$ cat config.mk
export PLATFORM = sky130hd
export DESIGN_NAME = wad_ctrl
export DESIGN_NICKNAME = d
export VERILOG_FILES = /design/src/design/wad_pkg.sv /design/src/design/wad_ctrl.sv
export SDC_FILE = /design/constraint.sdc
export NUM_CORES = 1
export LEC_CHECK = 0
export BUFFER_PORTS_ARGS = -buffer_cell sky130_fd_sc_hd__buf_2
export CORE_MARGIN = 5
export CORE_UTILIZATION = 55
export CTS_CLUSTER_SIZE = 30
export DETAILED_ROUTE_END_ITERATION = 6
export PLACE_DENSITY_LB_ADDON = 0.08
export SLEW_MARGIN = 10
export SYNTH_ARGS = -nofsm -noshare
export SYNTH_HDL_FRONTEND = slang
export SYNTH_SLANG_ARGS = --single-unit
$ cat constraint.sdc
create_clock -name i_clk -period 3.36 [get_ports i_clk]
set_clock_uncertainty 0.2 [all_clocks]
set_input_delay 0.168 -clock i_clk [delete_from_list [all_inputs] [get_ports i_clk]]
set_output_delay 0.168 -clock i_clk [all_outputs]
set_load 0.1 [all_outputs]
$ cat src/design/wad_pkg.sv
// Shared types, constants and tables for the weighted arc cosine distance block.
package wad_pkg;

    localparam int STORE_DEPTH = 64;
    localparam int IDX_W       = 6;
    localparam int VAL_W       = 16;
    localparam int TOL_W       = 16;
    localparam int ANGLE_W     = 15;
    localparam int CNT_W       = 7;
    localparam int STEP_W      = 7;
    localparam int Z_W         = 24;
    localparam int CX_W        = 34;

    localparam logic [TOL_W-1:0] TOL_RESET = 16'd429;

    localparam int PMUL_STEPS   = 4;
    localparam int SQRT_STEPS   = 64;
    localparam int DIV_STEPS    = 30;
    localparam int CORDIC_STEPS = 21;

    localparam logic [22:0] HALF_PI_Q20 = 23'd1647099;
    localparam logic [22:0] PI_Q20      = 23'd3294199;

    typedef enum logic [1:0] {
        ST_OK  = 2'd0,
        ST_TOL = 2'd1,
        ST_SAT = 2'd2
    } t_status;

    typedef enum logic [3:0] {
        OP_NONE,
        OP_ACCEPT,
        OP_MUL1,
        OP_MUL2,
        OP_ACC,
        OP_PMUL,
        OP_SQRT,
        OP_CHK,
        OP_DIV,
        OP_SQ,
        OP_CORD,
        OP_OUT
    } t_op;

    typedef struct packed {
        t_op               op;
        logic [STEP_W-1:0] step;
        t_status           res;
    } t_cmd;

    typedef struct packed {
        logic sat;
        logic last;
        logic tol;
        logic full;
        logic out_free;
    } t_sts;

    function automatic logic signed [Z_W-1:0] atan_q20(input logic [4:0] idx);
        logic signed [Z_W-1:0] v;
        case (idx)
            5'd0:    v = 24'sd823550;
            5'd1:    v = 24'sd486170;
            5'd2:    v = 24'sd256879;
            5'd3:    v = 24'sd130396;
            5'd4:    v = 24'sd65451;
            5'd5:    v = 24'sd32757;
            5'd6:    v = 24'sd16383;
            5'd7:    v = 24'sd8192;
            5'd8:    v = 24'sd4096;
            5'd9:    v = 24'sd2048;
            5'd10:   v = 24'sd1024;
            5'd11:   v = 24'sd512;
            5'd12:   v = 24'sd256;
            5'd13:   v = 24'sd128;
            5'd14:   v = 24'sd64;
            5'd15:   v = 24'sd32;
            5'd16:   v = 24'sd16;
            5'd17:   v = 24'sd8;
            5'd18:   v = 24'sd4;
            5'd19:   v = 24'sd2;
            5'd20:   v = 24'sd1;
            default: v = 24'sd0;
        endcase
        return v;
    endfunction

endpackage

$ cat src/design/wad_ctrl.sv
// Sequencer for accumulation and the final angle computation.
module wad_ctrl (
    input  logic          i_clk,
    input  logic          i_rst_n,
    input  logic          i_in_valid,
    input  logic          i_kind,
    input  wad_pkg::t_sts i_sts,
    output wad_pkg::t_cmd o_cmd,
    output logic          o_in_stall
);
    import wad_pkg::*;

    typedef enum logic [12:0] {
        S_IDLE  = 13'b0000000000001,
        S_MUL1  = 13'b0000000000010,
        S_MUL2  = 13'b0000000000100,
        S_ACC   = 13'b0000000001000,
        S_FIN   = 13'b0000000010000,
        S_PMUL  = 13'b0000000100000,
        S_SQRT  = 13'b0000001000000,
        S_CHK   = 13'b0000010000000,
        S_DIV   = 13'b0000100000000,
        S_SQ    = 13'b0001000000000,
        S_SQRT2 = 13'b0010000000000,
        S_CORD  = 13'b0100000000000,
        S_OUT   = 13'b1000000000000
    } t_state;

    t_state            r_state, n_state;
    logic [STEP_W-1:0] r_step, n_step;
    t_status           r_res, n_res;
    t_op               op;

    always_comb begin
        n_state = r_state;
        n_step  = r_step + STEP_W'(1);
        n_res   = r_res;
        op      = OP_NONE;
        unique case (r_state)
            S_IDLE: begin
                if (i_in_valid) begin
                    op = OP_ACCEPT;
                    if (i_kind) begin
                        n_state = S_MUL1;
                    end
                end
            end
            S_MUL1: begin
                op      = OP_MUL1;
                n_state = S_MUL2;
            end
            S_MUL2: begin
                op      = OP_MUL2;
                n_state = S_ACC;
            end
            S_ACC: begin
                op      = OP_ACC;
                n_state = i_sts.last ? S_FIN : S_IDLE;
            end
            S_FIN: begin
                n_step = '0;
                if (i_sts.sat) begin
                    n_res   = ST_SAT;
                    n_state = S_OUT;
                end else begin
                    n_state = S_PMUL;
                end
            end
            S_PMUL: begin
                op = OP_PMUL;
                if (r_step == STEP_W'(PMUL_STEPS - 1)) begin
                    n_step  = '0;
                    n_state = S_SQRT;
                end
            end
            S_SQRT: begin
                op = OP_SQRT;
                if (r_step == STEP_W'(SQRT_STEPS - 1)) begin
                    n_step  = '0;
                    n_state = S_CHK;
                end
            end
            S_CHK: begin
                op     = OP_CHK;
                n_step = '0;
                if (i_sts.tol) begin
                    n_res   = ST_TOL;
                    n_state = S_OUT;
                end else begin
                    n_res   = ST_OK;
                    n_state = i_sts.full ? S_OUT : S_DIV;
                end
            end
            S_DIV: begin
                op = OP_DIV;
                if (r_step == STEP_W'(DIV_STEPS - 1)) begin
                    n_step  = '0;
                    n_state = S_SQ;
                end
            end
            S_SQ: begin
                op      = OP_SQ;
                n_step  = '0;
                n_state = S_SQRT2;
            end
            S_SQRT2: begin
                op = OP_SQRT;
                if (r_step == STEP_W'(SQRT_STEPS - 1)) begin
                    n_step  = '0;
                    n_state = S_CORD;
                end
            end
            S_CORD: begin
                op = OP_CORD;
                if (r_step == STEP_W'(CORDIC_STEPS - 1)) begin
                    n_step  = '0;
                    n_state = S_OUT;
                end
            end
            S_OUT: begin
                n_step = '0;
                if (i_sts.out_free) begin
                    op      = OP_OUT;
                    n_state = S_IDLE;
                end
            end
            default: begin
                n_state = S_IDLE;
            end
        endcase
    end

    always_ff @(posedge i_clk) begin
        if (!i_rst_n) begin
            r_state <= S_IDLE;
            r_step  <= '0;
            r_res   <= ST_OK;
        end else begin
            r_state <= n_state;
            r_step  <= n_step;
            r_res   <= n_res;
        end
    end

    assign o_cmd.op   = op;
    assign o_cmd.step = r_step;
    assign o_cmd.res  = r_res;
    assign o_in_stall = (r_state != S_IDLE);

    a_out_only_when_free: assert property (@(posedge i_clk) disable iff (!i_rst_n)
        (op == OP_OUT) |-> i_sts.out_free)
        else $error("result written while output slot busy");

    a_accept_only_idle: assert property (@(posedge i_clk) disable iff (!i_rst_n)
        (op == OP_ACCEPT) |=> (r_state == S_IDLE || r_state == S_MUL1))
        else $error("accept did not lead to idle or multiply");
endmodule

Word level (Yosys, flattened, before mapping)
Cells that the tools add are included.
W data, S select, Z words.
{"block": "op_classes", "add_sub_neg": 1, "eq_ne": 27, "muxes": 24, "n_reduce_logical": 5}
{"cell": "$pmux W13 S13", "count": 1}
{"cell": "$mux W13", "count": 11}
{"cell": "$pmux W4 S11", "count": 1}
{"cell": "$pmux W7 S5", "count": 1}
{"cell": "$mux W7", "count": 4}
{"cell": "$ne A2 B2 Y1 const B", "count": 9}
{"cell": "$eq A7 B5 Y1 const B", "count": 2}
{"cell": "$eq A13 B1 Y1 const B", "count": 1}
{"cell": "$eq A13 B10 Y1 const B", "count": 1}
{"cell": "$eq A13 B11 Y1 const B", "count": 1}
{"cell": "$eq A13 B12 Y1 const B", "count": 1}
{"cell": "$eq A13 B13 Y1 const B", "count": 1}
{"cell": "$eq A13 B2 Y1 const B", "count": 1}
{"cell": "$eq A13 B3 Y1 const B", "count": 1}
{"cell": "$eq A13 B4 Y1 const B", "count": 1}
{"cell": "$eq A13 B5 Y1 const B", "count": 1}
{"cell": "$eq A13 B6 Y1 const B", "count": 1}
{"cell": "$eq A13 B7 Y1 const B", "count": 1}
{"cell": "$eq A13 B8 Y1 const B", "count": 1}
{"cell": "$eq A13 B9 Y1 const B", "count": 1}
{"cell": "$ne A13 B1 Y1 const B", "count": 1}
{"cell": "$reduce_and A8 Y1", "count": 1}
{"cell": "$add A7 B1 Y7 const B", "count": 1}
{"cell": "$eq A7 B2 Y1 const B", "count": 1}
{"cell": "other kinds (10)", "count": 11}
{"block": "totals", "regBits": 22, "output_inout_bits": 14, "word_cells": 60}

Longest topological paths before layout
Gate-level depths: netlist of run 1.
{"block": "depth", "ltp_word": 3, "ltp_mapped": 9}

Least setup slack after synthesis of run 1
Ideal clock, no wire load.
{"block": "synth_timing", "kind": "reg-to-reg", "from": "register r_step[0]", "to": "register r_state[9]", "setup_ns": 0.087, "arrival_ns": 2.793, "setup_slack_ns": 0.279, "stages_incl_launch_ff": 9, "path_buffers": 1, "period_less_slack_ns": 3.081, "path_cell_list": "dfxtp_1 ha_1 inv_1 o41ai_1 a2111oi_0 or2_4 or4_4 buf_6 nor4_4"}
{"block": "synth_via", "elab_chain_cells": 3}
{"element": "start, declared", "line": "wad_ctrl.sv:30", "rtl": "logic [STEP_W-1:0] r_step, n_step;"}
{"element": "start signal, assigned", "line": "wad_ctrl.sv:140", "rtl": "r_step <= n_step;"}
{"element": "$eq A7 B5 Y1, or another cell as far along", "line": "wad_ctrl.sv:115", "rtl": "if (r_step == STEP_W'(CORDIC_STEPS - 1)) begin"}
{"element": "$ne A2 B2 Y1 (no source line)"}
{"element": "$reduce_and A8 Y1 (no source line) *"}
{"element": "end signal, assigned", "line": "wad_ctrl.sv:139", "rtl": "r_state <= n_state;"}
{"element": "end, declared", "line": "wad_ctrl.sv:29", "rtl": "t_state r_state, n_state;"}
Every way passes the cells marked *; elsewhere a longest branch is shown, timed or not.
A chain may end at the register's enable or synchronous reset.

==> results of run 1 <==
registers in the layout, summed over array words and instances (netlist names):
signal,cells
r_res,2
r_state,13
r_step,7
synthesized netlist by cell type, types with 2 or more instances:
cell | instances | area share (%)
nor4b_1 | 2 | 1.2
inv_1 | 8 | 2.1
or4_4 | 2 | 1.6
o21a_1 | 4 | 2.1
nor4_1 | 3 | 1.3
or4b_2 | 3 | 2.1
o21ai_0 | 5 | 1.8
nand3_1 | 12 | 4.2
xnor2_1 | 5 | 3.1
nor2_1 | 17 | 4.5
a21oi_1 | 3 | 1.1
ha_1 | 3 | 2.6
clkbuf_1 | 6 | 1.6
nand4_1 | 5 | 2.2
or4_1 | 3 | 1.6
nor3_1 | 10 | 3.5
xor2_1 | 3 | 1.8
a31oi_1 | 2 | 0.88
o22ai_1 | 2 | 0.88
mux2i_1 | 2 | 1.4
buf_2 | 4 | 1.4
nand2_1 | 13 | 3.4
and3_1 | 2 | 0.88
dfxtp_1 | 22 | 31
a21boi_0 | 2 | 1.1
nor4_2 | 4 | 3.5
nor2b_1 | 4 | 1.8
area by class of cell:
type / count / area, um^2 / share of cell area [%]
Clock buffer: 4 / 36.28 / 2.248
Inverter: 8 / 30.03 / 1.860
Multi-Input combinational cell: 133 / 904.6 / 56.05
Sequential cell: 22 / 440.4 / 27.29
Tap cell: 30 / 37.54 / 2.326
Timing Repair Buffer: 28 / 165.2 / 10.23
logic make-up after synthesis:
| family | share of synthesized area (%) |
|---|---|
| xor+xnor | 4.904 |
| flops | 30.82 |
| compound gates | 14.54 |
| simple gates | 39.84 |
| mux | 1.401 |
| buf+inv | 5.867 |
| fa+ha+maj | 2.627 |
final timing paths:
check / from / end / cells after the start
max: r_state[9] / o_cmd[10] / 6
min: i_sts[1] / r_state[8] / 3
max reg2reg: r_step[0] / r_state[8] / 7
min reg2reg: r_res[1] / r_res[1] / 2
power by group through the flow:
| stage | sequential (mW) | combinational [mW] | clock (mW) |
|---|---|---|---|
| finish | 0.289 | 0.249 | 0.149 |
| global route | 0.291 | 0.266 | 0.164 |
| CTS | 0.289 | 0.247 | 0.150 |
| detailed placement | 0.295 | 0.244 | 0 |
| global placement | 0.294 | 0.243 | 0 |
| floorplan | 0.312 | 0.184 | 0 |
stage by stage:
step | util, % | cell area [um^2] | setup slack, ns | hold slack [ns] | std cells
final | 65.15 | 1614 | 0.2339 | 0.02890 | 225
after global routing | 65.15 | 1614 | 0.1143 | 0.02272 | 225
after CTS | 64.75 | 1604 | 0.3096 | 0.006628 | 224
after detailed placement | 62.07 | 1538 | 0.6768 | 0.2567 | 217
after global placement | 62.07 | 1538 | 0.6307 | 0.2436 | 217
after floorplan | - | 1429 | 0.2791 | 0.1129 | 174
metal layers:
| metal | GRT usage (%) | wire length (um) | vias up | part of all wire [%] |
|---|---|---|---|---|
| li1 | - | - | 685 | - |
| met2 | 29.92 | 1540 | 51 | 44 |
| met5 | 0 | 0 | - | 0 |
| met4 | 7.740 | 61 | 0 | 1.7 |
| met3 | 4.255 | 227 | 10 | 6.5 |
| met1 | 29.51 | 1669 | 620 | 48 |
worst max-delay path: cells and delay by family, from the launching register on:
kind,cells,cell delay [ns]
buffers and inverters,1,0.43
AND/OR/NAND/NOR,5,1.60
flip-flops,1,0.42
repair_timing:
| action | CTS | global route |
|---|---|---|
| buffers inserted | 0 | 0 |
| setup endpoints to repair | 0 | 0 |
| endpoints found under the hold margin | 6 | 1 |
| hold buffers | 3 | 1 |
==> results.cfg, run 1 <==
[logic_synthesis]
synthFlopType = dfxtp_1
ys_seq_elements = 22
netlist_instances = 174
syn_area_mm2 = 0.001429
synth_edf_count = 0
yosys_warnings = 0
synth_nets = 186
synth-seq-area-share_pct = 30.82
synth.distinct_cells = 50
synth_area_per_cell_um2 = 8.212
async_flop_share_pct = 0

[pwr]
internal_power_uw = 402.0
ir_drop_mv = 0.4159
p_comb_share_pct = 36.3
p_sw_uw = 285.3
swShare_pct = 41.51
pwr_density_cell_mw_per_mm2 = 425.8
total_power_uw = 687.3
power_frac_seq_pct = 42.1
p_leak_nw = 0.6631
power_frac_clock_pct = 21.6

[route]
vias = 1366
vias_per_cell = 6.071
wire_per_inst_um = 15.55
ant_nets = 0
drtPass1Iterations = 5
wl_um = 3498
drc = 0
initialDrtViolationCount = 79

[global_routing]
antenna_found_initial = 0
grt_pass1_vias = 1205
grt_max_degree = 13
gr-usage-all-layers_pct = 20.49
overflow = 0
grt_first_pass_wirelength_um = 5658

[worst_setup_path]
crit_type = register to primary output
crit_chain = or4_1, nor4_2, nand3_1, and4_1, nand3_1, buf_2
cp.arrival_ns = 2.76
cp-start-kind = register
r2r_slack_ns = 0.68
path_max_fanout = 9
slowest_delay_ns = 0.63
endpoint_kind = primary output
slowest_stage = or4_1
cpMostUsedCell = nand3_1
required_ns = 2.99

[die]
start_util_pct = 57.68
core_region_area_mm2 = 0.002477
rows = 18
fp.dieH_um = 60.97
ios = 23
die_area_mm2 = 0.003717
die_w_um = 60.97

[timing]
slew_viol_final = 0
slew_headroom_pct = 50.19
tightest_slew_ns = 0.7409
setup_viol = 0
rsz0062_at_grt = false
fin_setup_tns_ns = 0
max_freq_mhz = 319.9
finalHoldViolations = 0
period_share_pct = 93.04
period_needed_ns = 3.126

[clocking]
cts_tree = done
clockBufferDepth = 2
numCtsBuffers = 3
clock-sinks = 22
clock_latency_ns = 0.31
cts.clk_slew.worst_paths_ns = 0.12
ctsResizeCount = 0
cts_root_buf = clkbuf_4
cts_max_level = 1

[placement]
dp_hpwl_um = 2607
globalplace.congestion = 0.9125
io_buffers = 22

[worst_hold_path]
hold_path_class = input port to register

[layout]
diodes = 0
nets = 208
syn2layout_area_growth_pct = 12.96
layout-drive-gt1-share_pct = 22.56
final_cell_mix = buf_2 (22), dfxtp_1 (22), nor2_1 (17)
fillers = 232

[outcome]
status = finished clean

[job]
maxCapViolCount = 0
Power figures use the tool's default switching activity.
==> inputs of run 2 (changes only) <==
- HOLD_SLACK_MARGIN: not set -> 0.03
==> run 2 against run 1 <==
Compared with the run above: global-route usage up 0.35 points; design area grew 1.9%; flip-flop and latch count unchanged; total power is 0.17% higher; hold slack improved by 0.16 ns; largest power group unchanged.
==> results.cfg, run 2 (synthesized netlist as in run 1, its figures left out) <==
[worst_setup_path]
slowest_stage = or4_1
path_max_fanout = 9
slowest_delay_ns = 0.63
cp-start-kind = register
endpoint_kind = primary output
cp.arrival_ns = 2.74
required_ns = 2.99
cpMostUsedCell = nand3_1
crit_chain = or4_1, nor4_2, nand3_1, and4_1, nand3_1, buf_2
crit_type = register to primary output

[layout]
diodes = 0
fillers = 230
final_area_mm2 = 0.001644
layout-drive-gt1-share_pct = 22.22
largest_reg_flops = 13
syn2layout_area_growth_pct = 15.06
fin_cells = 228
utilization_pct = 66.36
top_regs = r_state (13), r_step (7), r_res (2)
nets = 211
final_cell_mix = buf_2 (22), dfxtp_1 (22), nor2_1 (17)
regMostFlops = r_state

[timing]
rsz0062_at_grt = false
slew_viol_final = 0
period_share_pct = 92.44
tightest_slew_ns = 0.7186
max_freq_mhz = 322.0
fin_setup_tns_ns = 0
finalHoldViolations = 0
setup_viol = 0
period_needed_ns = 3.106
finalWorstSetupSlack_ns = 0.2542
timing.hold.ws_ns = 0.1909
slew_headroom_pct = 51.70

[global_routing]
overflow = 0
gr-usage-all-layers_pct = 20.84
antenna_found_initial = 0
grt_first_pass_wirelength_um = 5747
grt_pass1_vias = 1228
grt_max_degree = 13

[route]
drtPass1Iterations = 7
wire_per_inst_um = 15.56
initialDrtViolationCount = 86
vias = 1380
ant_nets = 0
vias_per_cell = 6.053
drc = 0
wl_um = 3547

[pwr]
p_leak_nw = 0.6813
pwr_density_cell_mw_per_mm2 = 418.7
internal_power_uw = 402.8
power_frac_seq_pct = 42.0
p_comb_share_pct = 36.3
p_sw_uw = 285.7
swShare_pct = 41.50
ir_drop_mv = 0.4159
total_power_uw = 688.4
power_frac_clock_pct = 21.7

[placement]
globalplace.congestion = 0.9125
io_buffers = 22
dpl_cell_area_mm2 = 0.001538
dp_hpwl_um = 2607
dp_cells = 217
preCtsSetupSlack_ns = 0.6768

[clocking]
clock-sinks = 22
cts_root_buf = clkbuf_4
cts_max_level = 1
clockBufferDepth = 2
ctsResizeCount = 0
clock_latency_ns = 0.32
numCtsBuffers = 3
cts.clk_slew.worst_paths_ns = 0.13
cts_tree = done

[die]
rows = 18
start_util_pct = 57.68
die_area_mm2 = 0.003717
core_region_area_mm2 = 0.002477
fp.dieH_um = 60.97
die_w_um = 60.97
ios = 23

[worst_hold_path]
hold_path_class = input port to register

[outcome]
status = finished clean

[job]
maxCapViolCount = 0
==> run 2: changes by cell type in the layout (fill, tap and decap cells not counted), sizes merged <==
cell,before,now
dlygate4sd3,4,7
==> run 2: worst paths after layout <==
kind              start           to  slack, ns  depth (start not counted)
max          r_state[9]    o_cmd[10]       0.25                          6
min reg2reg    r_res[1]     r_res[1]       0.27                          2
min              i_kind   r_state[0]       0.19                          5
max reg2reg  r_state[3]  r_state[12]       0.27                          7
==> run 2: layer usage <==
layer  vias up  global-route usage, %  routed length [um]
met1       625                  29.77                1648
met5         -                      0                   0
met2        54                  30.99                1584
li1        691                      -                   -
met4         0                  7.740                  68
met3        10                  4.043                 246
==> run 2: cell type report <==
cell class / count / area [um^2] / area share [%]
Multi-Input combinational cell: 133 / 904.6 / 55.02
Sequential cell: 22 / 440.4 / 26.79
Tap cell: 30 / 37.54 / 2.283
Inverter: 8 / 30.03 / 1.826
Timing Repair Buffer: 31 / 195.2 / 11.87
Clock buffer: 4 / 36.28 / 2.207
==> run 2: what timing repair did <==
action,CTS,global route
endpoints found under the hold margin,10,0
hold buffers,7,0
setup buffers,0,0
==> run 2: critical path, delay by kind of cell, from the launching register on <==
family,cells,cell delay [ns]
simple gates,5,1.58
buf+inv,1,0.43
flops,1,0.42
==> run 2: power groups by stage <==
| stage | Combinational [mW] | Sequential (mW) | Clock [mW] |
|---|---|---|---|
| detailed placement | 0.244 | 0.295 | 0 |
| floorplan | 0.184 | 0.312 | 0 |
| global placement | 0.243 | 0.294 | 0 |
| global route | 0.267 | 0.291 | 0.164 |
| CTS | 0.249 | 0.289 | 0.150 |
| finish | 0.250 | 0.289 | 0.149 |
==> inputs of run 3 (changes only) <==
- CAP_MARGIN: not set -> 20
- CORE_UTILIZATION: 55 -> 60
- clock period: 3.36 -> 3.8 ns (I/O delays scaled with it)
==> run 3 against run 2 <==
Compared with the run above: cell count decreased by 2.2%; design area decreased by 0.68%; hold slack got worse by 0.15 ns; die area decreased by 7.0%; combinational power decreased by 11%; clock power increased by 20%; flip-flop and latch count unchanged; clock-buffer cell count decreased by 1; global-route usage increased by 0.77 points; total power decreased by 4.7%; critical path depth unchanged; critical path type unchanged; largest cell class unchanged; highest routed layer unchanged.
==> results.cfg, run 3 (synthesized netlist as in run 1, its figures left out) <==
[pwr]
ir_drop_mv = 0.3930
internal_power_uw = 404.2
pwr_density_cell_mw_per_mm2 = 402.0
p_sw_uw = 252.1
p_leak_nw = 0.6716
p_comb_share_pct = 33.8
power_frac_clock_pct = 27.3
swShare_pct = 38.41
power_frac_seq_pct = 38.9

[worst_setup_path]
path_max_fanout = 9
endpoint_kind = primary output
cp-start-kind = register
required_ns = 3.41
cp.arrival_ns = 2.90
crit_type = register to primary output

[layout]
syn2layout_area_growth_pct = 14.27
utilization_pct = 73.11
top_regs = r_state (13), r_step (7), r_res (2)
diodes = 0
regMostFlops = r_state
final_cell_mix = buf_2 (22), dfxtp_1 (22), nor2_1 (17)
largest_reg_flops = 13
layout-drive-gt1-share_pct = 21.54
fin_cells = 223
nets = 208

[timing]
period_needed_ns = 3.293
rsz0062_at_grt = false
fin_setup_tns_ns = 0
period_share_pct = 86.65
max_freq_mhz = 303.7
slew_headroom_pct = 47.73
setup_viol = 0
tightest_slew_ns = 0.7643
finalHoldViolations = 0
timing.hold.ws_ns = 0.04529
slew_viol_final = 0
finalWorstSetupSlack_ns = 0.5074

[placement]
dp_hpwl_um = 2648
io_buffers = 22
dp_cells = 213
preCtsSetupSlack_ns = 0.8835
globalplace.congestion = 0.9093

[clocking]
cts_setup_buffers = 0
clockBufferDepth = 2
ctsResizeCount = 0
cts_root_buf = clkbuf_4
cts_hold_buffers = 6
cts_max_level = 1
clock_latency_ns = 0.31
numCtsBuffers = 3
cts.clk_slew.worst_paths_ns = 0.13
cts_tree = done
clock-sinks = 22

[outcome]
status = finished clean

[die]
start_util_pct = 63.98
rows = 17
die_w_um = 58.80
ios = 23
core_region_area_mm2 = 0.002233
fp.dieH_um = 58.80
die_area_mm2 = 0.003457

[job]
maxCapViolCount = 0

[route]
vias_per_cell = 6.233
drtPass1Iterations = 4
wire_per_inst_um = 16.09
vias = 1390
drc = 0
wl_um = 3588
ant_nets = 0
initialDrtViolationCount = 81

[global_routing]
gr-usage-all-layers_pct = 21.61
grt_max_degree = 14
grt_pass1_vias = 1241
overflow = 0
antenna_found_initial = 0
grt_first_pass_wirelength_um = 5858

[worst_hold_path]
hold_path_class = input port to register
run 3: stage by stage:
| stage | power (mW) | cell area [um^2] |
|---|---|---|
| after global placement | 0.4750 | 1520 |
| after detailed placement | 0.4752 | 1520 |
| after floorplan | 0.4389 | 1429 |
| after CTS | 0.6592 | 1633 |
| final | 0.6564 | 1633 |
| after global routing | 0.6853 | 1633 |
run 3: layout make-up:
cell class              count  area (um^2)
multi-input cells         133        904.6
fillers                   181        600.6
flip-flops and latches     22        440.4
repair buffers             28        170.2
well taps                  28        35.03
clock inverters             1        30.03
inverters                   8        30.03
clock buffers               3        22.52
run 3: worst paths after layout:
check | end | start | cells after the start | slack, ns
setup reg to reg | r_res[0] | r_state[9] | 6 | 0.99
hold / removal | r_state[12] | i_sts[0] | 3 | 0.05
setup / recovery | o_cmd[10] | r_state[9] | 6 | 0.51
hold reg to reg | r_res[1] | r_res[1] | 2 | 0.28
run 3: worst max-delay path, stage by stage, from the launching register on:
cell and delay (ns):
dfxtp_1 0.43, or4_1 0.63, nor3_1 0.55, nand4b_1 0.26
and4_1 0.24, nand3_1 0.06, buf_2 0.43
run 3: power groups by stage:
stage	registers [mW]	clock network (mW)	logic, mW
after floorplan	0.276	0	0.163
after global placement	0.259	0	0.216
after detailed placement	0.260	0	0.215
after CTS	0.255	0.185	0.220
after global routing	0.257	0.194	0.234
final	0.255	0.179	0.222
run 3: per-layer routing:
layer,global-route usage (%),wire length (um)
met4,5.502,44
met1,29.01,1608
met3,3.509,243
met5,0,0
met2,35.80,1691
